### config.mk
export PLATFORM = sky130hd
export DESIGN_NAME = rfc_front
export DESIGN_NICKNAME = d
export VERILOG_FILES = /design/src/hdl/rfc_pkg.sv /design/src/hdl/rfc_front.sv
export SDC_FILE = /design/constraint.sdc
export NUM_CORES = 1
export LEC_CHECK = 0
export BUFFER_PORTS_ARGS = -buffer_cell sky130_fd_sc_hd__buf_2
export CELL_PAD_IN_SITES_DETAIL_PLACEMENT = 0
export CELL_PAD_IN_SITES_GLOBAL_PLACEMENT = 1
export CORE_MARGIN = 2
export CORE_UTILIZATION = 50
export CTS_CLUSTER_DIAMETER = 50
export CTS_CLUSTER_SIZE = 24
export DETAILED_ROUTE_END_ITERATION = 16
export GPL_TIMING_DRIVEN = 0
export PLACE_DENSITY = 0.94
export SYNTH_ARGS = -nofsm -noshare
export SYNTH_HDL_FRONTEND = slang
export SYNTH_SLANG_ARGS = --single-unit
### constraint.sdc
create_clock -name clk_i -period 12.44 [get_ports clk_i]
set_clock_uncertainty 0.2 [all_clocks]
set_input_delay 3.732 -clock clk_i [delete_from_list [all_inputs] [get_ports clk_i]]
set_output_delay 3.732 -clock clk_i [all_outputs]
set_load 0.05 [all_outputs]
### src/hdl/rfc_pkg.sv
// rfc_pkg: shared constants, codes and item types for the response frame checker.
// No dependencies; imported by every module of the block.
`timescale 1ns / 1ps

package rfc_pkg;

  localparam int unsigned FRAME_BYTES = 64;
  localparam int unsigned STORE_LEN   = FRAME_BYTES + 1;
  localparam int unsigned ADDR_W      = $clog2(STORE_LEN);
  localparam int unsigned CNT_W       = $clog2(STORE_LEN + 1);
  localparam int unsigned CMP_W       = ((CNT_W > 8) ? CNT_W : 8) + 2;

  // Frame layout, in store positions (status byte at position 0)
  localparam int unsigned HDR_BYTES   = 7;
  localparam int unsigned HDR_IDX_W   = $clog2(HDR_BYTES);
  localparam int unsigned SUM_FIRST   = 6;
  localparam int unsigned BODY_START  = 8;
  localparam int unsigned MIN_READ    = 8;
  localparam int unsigned MIN_LEN     = 2;

  localparam logic [7:0] PREAMBLE_LO = 8'h00;
  localparam logic [7:0] PREAMBLE_HI = 8'hFF;
  localparam logic [7:0] APP_ERR_LEN = 8'h01;
  localparam logic [7:0] APP_ERR_LCS = 8'hFF;
  localparam logic [7:0] APP_ERR_TFI = 8'h7F;
  localparam logic [7:0] FRAME_ID    = 8'hD5;

  localparam int unsigned QUEUE_DEPTH = 2;
  localparam int unsigned QPTR_W      = $clog2(QUEUE_DEPTH);
  localparam int unsigned QCNT_W      = $clog2(QUEUE_DEPTH + 1);

  localparam int unsigned CFG_IDX_W   = 1;

  typedef enum logic [CFG_IDX_W-1:0] {
    REG_EXPECTED_COMMAND = 1'b0,
    REG_BODY_CAPACITY    = 1'b1
  } cfg_reg_e;

  typedef enum logic [3:0] {
    OUT_OK        = 4'd0,
    OUT_SHORT     = 4'd1,
    OUT_PREAMBLE  = 4'd2,
    OUT_APP_ERROR = 4'd3,
    OUT_LEN_CSUM  = 4'd4,
    OUT_TRUNCATED = 4'd5,
    OUT_DATA_CSUM = 4'd6,
    OUT_ID_ECHO   = 4'd7,
    OUT_OVERFLOW  = 4'd8
  } outcome_e;

  typedef struct packed {
    logic [7:0] rx_byte;
    logic       end_of_read;
  } in_item_t;

  typedef struct packed {
    logic [7:0] body_byte;
    logic       has_data;
    logic [3:0] outcome;
    logic       last;
  } res_item_t;

  typedef struct packed {
    logic [7:0] expected_command;
    logic [6:0] body_capacity;
  } cfg_t;

  typedef struct packed {
    outcome_e   outcome;
    logic [7:0] payload_len;
  } job_t;

  typedef struct packed {
    logic              en;
    logic [ADDR_W-1:0] addr;
    logic [7:0]        data;
  } mem_wr_t;

endpackage

### src/hdl/rfc_front.sv
// rfc_front: takes bytes, writes the frame store, keeps header bytes and the
// running data checksum, and classifies the frame in the cycle after the end flag is taken.
// Depends on rfc_pkg.
`timescale 1ns / 1ps

module rfc_front (
  input  logic             clk_i,
  input  logic             rst_ni,
  input  logic             accept_i,
  input  rfc_pkg::in_item_t item_i,
  input  rfc_pkg::cfg_t    cfg_i,
  output rfc_pkg::mem_wr_t mem_wr_o,
  output logic             job_push_o,
  output rfc_pkg::job_t    job_o,
  output logic             pending_o
);
  import rfc_pkg::*;

  logic [CNT_W-1:0] cnt_q, cnt_d;
  logic [CNT_W-1:0] n_q;
  logic             pend_q;
  logic [7:0]       hdr_q [HDR_BYTES];
  logic [7:0]       sum_q;
  logic             store_ok;
  logic             hdr_hit;
  logic [HDR_IDX_W-1:0] hdr_idx;
  logic [CMP_W-1:0] rel;
  logic             sum_hit;
  logic [CNT_W-1:0] n_new;

  assign store_ok = cnt_q < CNT_W'(STORE_LEN);
  assign n_new    = store_ok ? cnt_q + CNT_W'(1) : cnt_q;
  assign hdr_hit  = (cnt_q >= CNT_W'(1)) && (cnt_q <= CNT_W'(HDR_BYTES));
  assign hdr_idx  = HDR_IDX_W'(cnt_q - CNT_W'(1));
  assign rel      = CMP_W'(cnt_q) - CMP_W'(SUM_FIRST);
  // checksum window: TFI up to and including DCS, LEN known by then
  assign sum_hit  = (cnt_q >= CNT_W'(SUM_FIRST)) && store_ok &&
                    (rel <= CMP_W'(hdr_q[3]));

  assign mem_wr_o.en   = accept_i && store_ok;
  assign mem_wr_o.addr = ADDR_W'(cnt_q);
  assign mem_wr_o.data = item_i.rx_byte;

  always_comb begin
    cnt_d = cnt_q;
    if (accept_i) begin
      if (item_i.end_of_read) begin
        cnt_d = '0;
      end else begin
        cnt_d = n_new;
      end
    end
  end

  always_ff @(posedge clk_i or negedge rst_ni) begin
    if (!rst_ni) begin
      cnt_q  <= '0;
      pend_q <= 1'b0;
      n_q    <= '0;
    end else begin
      cnt_q  <= cnt_d;
      pend_q <= accept_i && item_i.end_of_read;
      if (accept_i && item_i.end_of_read) begin
        n_q <= n_new;
      end
    end
  end

  always_ff @(posedge clk_i) begin
    if (accept_i && hdr_hit) begin
      hdr_q[hdr_idx] <= item_i.rx_byte;
    end
    if (accept_i) begin
      if (cnt_q == '0) begin
        sum_q <= '0;
      end else if (sum_hit) begin
        sum_q <= sum_q + item_i.rx_byte;
      end
    end
  end

  // classification, in fixed priority
  logic [7:0]       len;
  logic [7:0]       lcs_sum;
  logic [7:0]       rsp_exp;
  logic [7:0]       payload_len;
  outcome_e         code;

  assign len         = hdr_q[3];
  assign lcs_sum     = hdr_q[3] + hdr_q[4];
  assign rsp_exp     = cfg_i.expected_command + 8'd1;
  assign payload_len = len - 8'(MIN_LEN);

  always_comb begin
    priority if (n_q < CNT_W'(MIN_READ)) begin
      code = OUT_SHORT;
    end else if (hdr_q[0] != PREAMBLE_LO || hdr_q[1] != PREAMBLE_LO ||
                 hdr_q[2] != PREAMBLE_HI) begin
      code = OUT_PREAMBLE;
    end else if (hdr_q[3] == APP_ERR_LEN && hdr_q[4] == APP_ERR_LCS &&
                 hdr_q[5] == APP_ERR_TFI) begin
      code = OUT_APP_ERROR;
    end else if (lcs_sum != 8'd0 || len < 8'(MIN_LEN)) begin
      code = OUT_LEN_CSUM;
    end else if (CMP_W'(len) + CMP_W'(MIN_READ) > CMP_W'(n_q)) begin
      code = OUT_TRUNCATED;
    end else if (sum_q != 8'd0) begin
      code = OUT_DATA_CSUM;
    end else if (hdr_q[5] != FRAME_ID || hdr_q[6] != rsp_exp) begin
      code = OUT_ID_ECHO;
    end else if (payload_len > {1'b0, cfg_i.body_capacity}) begin
      code = OUT_OVERFLOW;
    end else begin
      code = OUT_OK;
    end
  end

  assign job_push_o        = pend_q;
  assign job_o.outcome     = code;
  assign job_o.payload_len = payload_len;
  assign pending_o         = pend_q;

endmodule

Yosys cells after proc, flatten, opt, wreduce, memory -nomap -nowiden
Memories as Yosys holds them, arrays and structs flattened.
Cells that the tools add are included.

storage, ports and cells
  bits in registers = 23
  bits in writable memories = 56
  bits of input ports = 27
  output and inout port bits = 30
  word-level logic and storage cells = 60
  memories kept = 1

memory list
  memory  words  bits a word  rd ports  clocked after memory_dff  write ports  RTL line         source
  hdr_q   7      8            7         0                         1            rfc_front.sv:22  logic [7:0] hdr_q [HDR_BYTES];

cells by class
  add/sub/neg operators = 8
  magnitude comparators = 9
  equality and inequality tests = 6
  multiplexer cells = 13
  reductions and logical operators = 19

operators by type and width
  kind                                                                               number
  4-bit two-way mux                                                                  8
  8-bit nonzero test                                                                 4
  8-bit adder                                                                        2
  8-bit != test (second input constant)                                              2
  7-bit two-way mux                                                                  2
  10-bit by 8-bit less-or-equal comparator with 1-bit output                         1
  8-bit by 4-bit adder with 9-bit output (second input constant)                     1
  9-bit by 7-bit > comparator with 1-bit output                                      1
  8-bit by 1-bit adder with 8-bit output (second input constant)                     1
  8-bit by 1-bit == test with 1-bit output (second input constant)                   1
  8-bit by 7-bit == test with 1-bit output (second input constant)                   1
  8-bit == test (second input constant)                                              1
  8-bit by 7-bit > comparator with 1-bit output                                      1
  1-bit logical AND                                                                  8
  8-bit by 2-bit < comparator with 1-bit output (second input constant)              1
  8-bit two-way mux                                                                  1
  8-bit != test                                                                      1
  7-bit by 3-bit subtractor with 8-bit output (second input constant)                1
  8-bit by 2-bit subtractor with 8-bit output (second input constant)                1
  7-bit by 1-bit adder with 7-bit output (second input constant)                     1
  7-bit by 1-bit >= comparator with 1-bit output (second input constant)             1
  7-bit by 3-bit >= comparator with 1-bit output (second input constant)             1
  7-bit by 3-bit less-or-equal comparator with 1-bit output (second input constant)  1
  7-bit zero test                                                                    1
  7 further kinds                                                                    11

Longest topological paths before layout
Gate-level depths: netlist of run 1.

  word-level depth = 10
  mapped depth = 10
  mapped depth without buffers = 10

Least setup slack after synthesis of run 1
OpenSTA, ideal clock, no wires.

  path kind = input -> output
  start = input port cfg_i[7] in the netlist's numbering
  end = output port job_o[11] in the netlist's numbering
  arrival time = 5.739 ns
  data required time = 8.508 ns
  path slack = 2.769 ns
  stages on the path = 7
  path buffers = 0
  path through = ha_1 -> and3_1 -> a31o_2 -> a211oi_1 -> nand4_1 -> or2_2 -> a2111oi_4

RTL lines
  what             RTL line         source
  start, declared  rfc_front.sv:11  input rfc_pkg::cfg_t cfg_i,
  end, declared    rfc_front.sv:14  output rfc_pkg::job_t job_o,

==> results.cfg, run 1 <==
[cts]
postCtsSetupRepairBufs = 0
cts.clk_slew.worst_paths_ps = 90
cts_root_buf = clkbuf_8
hold_buffers = 0
post_cts_resized = 0
cts_tree = built
numCtsBuffers = 9
cts_buffer_depth = 2
clk_latency_ps = 360
htree_levels = 3
clock-sinks = 79

[critical_path]
start_kind = input pin
crit_chain = buf_2, ha_1, and3_1, a31o_2, a211oi_1, nand4_1, or2_2, a2111oi_4, buf_2
reg2reg_from = cnt_q[2]
setup.worst_path.start = cfg_i[7]
crit_cells = 9
crit_path_end_kind = primary output
crit_family = compound AO/OA/AOI/OAI gates
cpMostUsedCell = buf_2
worst-path-buf-inv = 2
worstPathRequired_ps = 8510
slowest_delay_ps = 330
crit_type = input pin to primary output
slowest_stage = or2_2
r2r_setup_slack_ps = 8920
r2r_end = sum_q[3]
worst_ep_arrival_time_ps = 5850
worstPathMaxFanout = 4
crit_end = job_o[11]
reg2reg_depth = 9

[sta]
max_freq_mhz = 102
fin_setup_tns_ps = 0
rsz0062_at_grt = false
drv_slew = 0
slew_headroom = 0.198
setup_ws_ps = 2660
min_period_ps = 9780
timing.final.crit_share = 0.786
hold_viol = 0
worst_pin_slew_ps = 1190
setup_viol = 0

[synthesis]
synth_flop_cell = edfxtp_1
synth-seq-cells = 79
ys_warn_count = 0
yosysSeqAreaShare = 0.460
syn_avg_cell_area_um2 = 10.8
synth_edf_count = 64
synthCells = 462
synth_top_area_frac = 0.385
synth_most_common_cell = edfxtp_1
yosys-top-cells-area = edfxtp_1, ha_1, dfrtp_1, xnor2_1, xor2_1
synth_common_cells = edfxtp_1, ha_1, inv_1
synth_cell_type_count = 64
synth_largest_area_cell = edfxtp_1
async_flop_share = 0.190
synth_nets = 539
synth_area_mm2 = 0.00499

[placed_design]
pre_cts_ws_ps = 2660
numPlacedInstances = 651
dp_hpwl_um = 7840
place_congestion = 0.858
portBuffers = 56

[layout]
diodes = 0
layout-drive-gt1-share = 0.191
final_nets = 606
finalCoreUtilization = 0.580
fillers = 874
stdcell_count = 667
area_growth_pct = 13.1

[power]
p_total_uw = 658
p_leak_uw = 0.00229
ir_drop_uv = 69.0
powerDensity_mw_per_mm2 = 116

[route]
detail_route.wl_per_cell_um = 15.7
drt.antenna.violating_nets = 0
viasPerCell = 5.52
drt-initial-drc-count = 199
wirelength_um = 10400
drc_errors = 0
vias = 3683
drtPass1Iterations = 4

[die]
die_w_um = 104
dieArea_mm2 = 0.0108
dieHeight_um = 104
core_area_mm2 = 0.00973
start_util = 0.513
rows = 36
ios = 57

[grt]
grt_antenna_before_repair = 0
overflow = 0
grt_pass1_vias = 3563
grt_first_pass_wirelength_um = 17300
track_usage = 0.198
grt_max_degree = 16

[min_path]
hold_path_class = register to register

[flow_run]
cap_violations = 0

[outcome]
status = finished, final reports clean
placed cells by master, fill, tap and decap left out, types with 8 or more instances in the layout:
cell type  count
a21oi_1       26
and3_1         8
buf_2         57
buf_4         11
clkbuf_8       9
dfrtp_1       15
edfxtp_1      64
ha_1          48
inv_1         36
nand2_1       21
nand3_1       14
nand4_1        9
nor2_1        30
nor2b_1       10
nor3_1        14
nor4_1         8
o21ai_0       18
xnor2_1       17
xor2_1        16
through the flow:
stage               area, µm²  hold slack [ps]
CTS                      5640              339
finish                   5640              335
floorplan                4990              285
detailed placement       5440              319
global placement         5440              311
global route             5640              359
sequential cells by signal, indices dropped and copies added, names as in the netlist:
register    count
job_push_o      1
sum_q           8
n_q             7
hdr_q          56
cnt_q           7
logic make-up after synthesis:
group,count (synthesis),synth area share
xor+xnor,33,0.0579
mux,4,0.00853
compound gates,92,0.127
buf+inv,57,0.0559
fa+ha+maj,50,0.128
simple gates,147,0.162
flops,79,0.460
worst min-delay path by stage:
stage,from,endpoint,cells past startpoint
finish,n_q[0],n_q[0],1
global route,n_q[1],n_q[1],2
CTS,n_q[0],n_q[0],1
detailed placement,n_q[0],n_q[0],1
global placement,n_q[0],n_q[0],1
floorplan,n_q[0],n_q[0],1
power breakdown:
| part | switching, µW | internal [µW] | total, µW |
|---|---|---|---|
| clock | 98.1 | 95.0 | 193 |
| sequential | 11.0 | 305 | 316 |
| combinational | 94.8 | 53.8 | 149 |
layout make-up:
cell class,instances,area (µm²),area share
Multi-Input combinational cell,326,2420,0.429
Sequential cell,79,2300,0.407
Timing Repair Buffer,56,280,0.0497
Tap cell,133,166,0.0295
Buffer,21,144,0.0255
Inverter,36,135,0.0239
Clock buffer,9,124,0.0219
Clock inverter,7,78.8,0.0140
per-layer routing:
layer / share of wire / global-route usage / up-vias
li1: - / - / 1837
met1: 0.47 / 0.266 / 1744
met2: 0.47 / 0.323 / 86
met3: 0.041 / 0.0376 / 16
met4: 0.019 / 0.0705 / 0
met5: 0 / 0 / -
Note: power is estimated with default switching activity, not from simulation.
==> run 2: changes to the inputs <==
- CORE_UTILIZATION: 50 -> 42
- PLACE_DENSITY: 0.94 -> 0.85
- clock period: 12.44 -> 8.6 ns (I/O delays scaled with it)
==> results.cfg, run 2 (synthesis gave the netlist of run 1 again) <==
[sta]
setup_viol = 0
rsz0062_at_grt = false
worst_pin_slew_ps = 1270
fin_setup_tns_ps = 0
drv_slew = 0
min_period_ps = 7490
max_freq_mhz = 134
slew_headroom = 0.149
timing.final.crit_share = 0.871
hold_viol = 0

[route]
wirelength_um = 10900
vias = 3721
drt.antenna.violating_nets = 0
viasPerCell = 5.51
drt-initial-drc-count = 169
drc_errors = 2
drtPass1Iterations = 11
detail_route.wl_per_cell_um = 16.2

[outcome]
status = finished with violations
violations = design-rule violations

[layout]
layout-drive-gt1-share = 0.184
area_growth_pct = 14.8
final_common_cell = edfxtp_1
regMostFlops = hdr_q
fin_area_mm2 = 0.00573
stdcell_count = 675
mostFrequentLayoutCells = edfxtp_1, buf_2, ha_1, inv_1, nor2_1
final_nets = 606
largest_reg_flops = 56
largest_registers = hdr_q: 56 flops, sum_q: 8 flops
diodes = 0

[cts]
numCtsBuffers = 9
htree_levels = 3
hold_buffers = 0
cts_tree = built
cts_buffer_depth = 2
post_cts_resized = 0
postCtsSetupRepairBufs = 0
clk_latency_ps = 330
cts.clk_slew.worst_paths_ps = 50
clock-sinks = 79
cts_root_buf = clkbuf_16

[placed_design]
placed_area_mm2 = 0.00545
dp_hpwl_um = 8310
numPlacedInstances = 661
place_congestion = 0.825
portBuffers = 56

[die]
dieHeight_um = 113
ios = 57
start_util = 0.433
die_w_um = 113
dieArea_mm2 = 0.0128
core_area_mm2 = 0.0115
rows = 39

[critical_path]
slowest_stage = or2_2
worstPathMaxFanout = 4
crit_type = input pin to primary output
start_kind = input pin
crit_path_end_kind = primary output
reg2reg_depth = 9
slowest_delay_ps = 330
worst_ep_arrival_time_ps = 4710
worstPathRequired_ps = 5820
crit_chain = buf_2, ha_1, and3_1, a31o_2, a211oi_1, nand4_1, or2_2, a2111oi_4, buf_2
cpMostUsedCell = buf_2

[power]
powerDensity_mw_per_mm2 = 180
p_leak_uw = 0.00233
ir_drop_uv = 96.5

[min_path]
hold_path_depth = 1
hold_path_class = register to register

[grt]
grt_antenna_before_repair = 0
grt_max_degree = 16
overflow = 0
grt_pass1_vias = 3630
track_usage = 0.175
grt_first_pass_wirelength_um = 17800

[flow_run]
cap_violations = 0
run 2: changes by cell type in the layout (fill, tap and decap cells not counted), moves of 2 or more:
| cell | before | now |
|---|---|---|
| clkbuf_16 | 0 | 9 |
| clkinvlp_4 | 2 | 0 |
| clkbuf_8 | 9 | 0 |
| inv_6 | 2 | 0 |
run 2: report_power, final:
part	switching (µW)	internal [µW]	leakage [µW]
clock network	139	221	0.000138
logic	137	77.3	0.00141
registers	16.6	442	0.000774
run 2: per-stage QoR:
stage	hold WS (ps)	utilization	total power, µW	worst slack (ps)
floorplan	285	-	617	1230
global placement	308	0.473	670	1120
detailed placement	320	0.473	680	1100
CTS	330	0.497	1040	1100
global route	359	0.497	1080	943
finish	323	0.497	1030	1110
run 2: final timing paths:
path	slack (ps)	startpoint	end
setup / recovery	1110	cfg_i[7]	job_o[11]
hold / removal	320	n_q[0]	n_q[0]
setup reg to reg	4710	cnt_q[2]	sum_q[5]
hold reg to reg	320	n_q[0]	n_q[0]
max in group asynchronous	5990	rst_ni	job_push_o
min in group asynchronous	1950	rst_ni	cnt_q[1]
run 2: worst max-delay path, delay by kind of cell:
kind,cells,cell delay [ps]
adders and majority gates,1,220
AOI/OAI and AO/OA,3,850
buffers and inverters,2,440
and+or+nand+nor,3,620
run 2: metal layers:
| metal | part of all wire | GRT usage | vias to the layer above |
|---|---|---|---|
| met5 | 0 | 0 | - |
| met4 | 0.018 | 0.0585 | 0 |
| met3 | 0.042 | 0.0316 | 15 |
| met2 | 0.49 | 0.296 | 77 |
| met1 | 0.45 | 0.229 | 1794 |
| li1 | - | - | 1835 |
run 2: layout make-up:
cell class,instances,area (µm²)
Fill cell,1024,5790
Multi-Input combinational cell,326,2410
Sequential cell,79,2300
Timing Repair Buffer,56,280
Clock buffer,10,229
Tap cell,143,179
Buffer,21,144
Inverter,36,135
Clock inverter,4,48.8
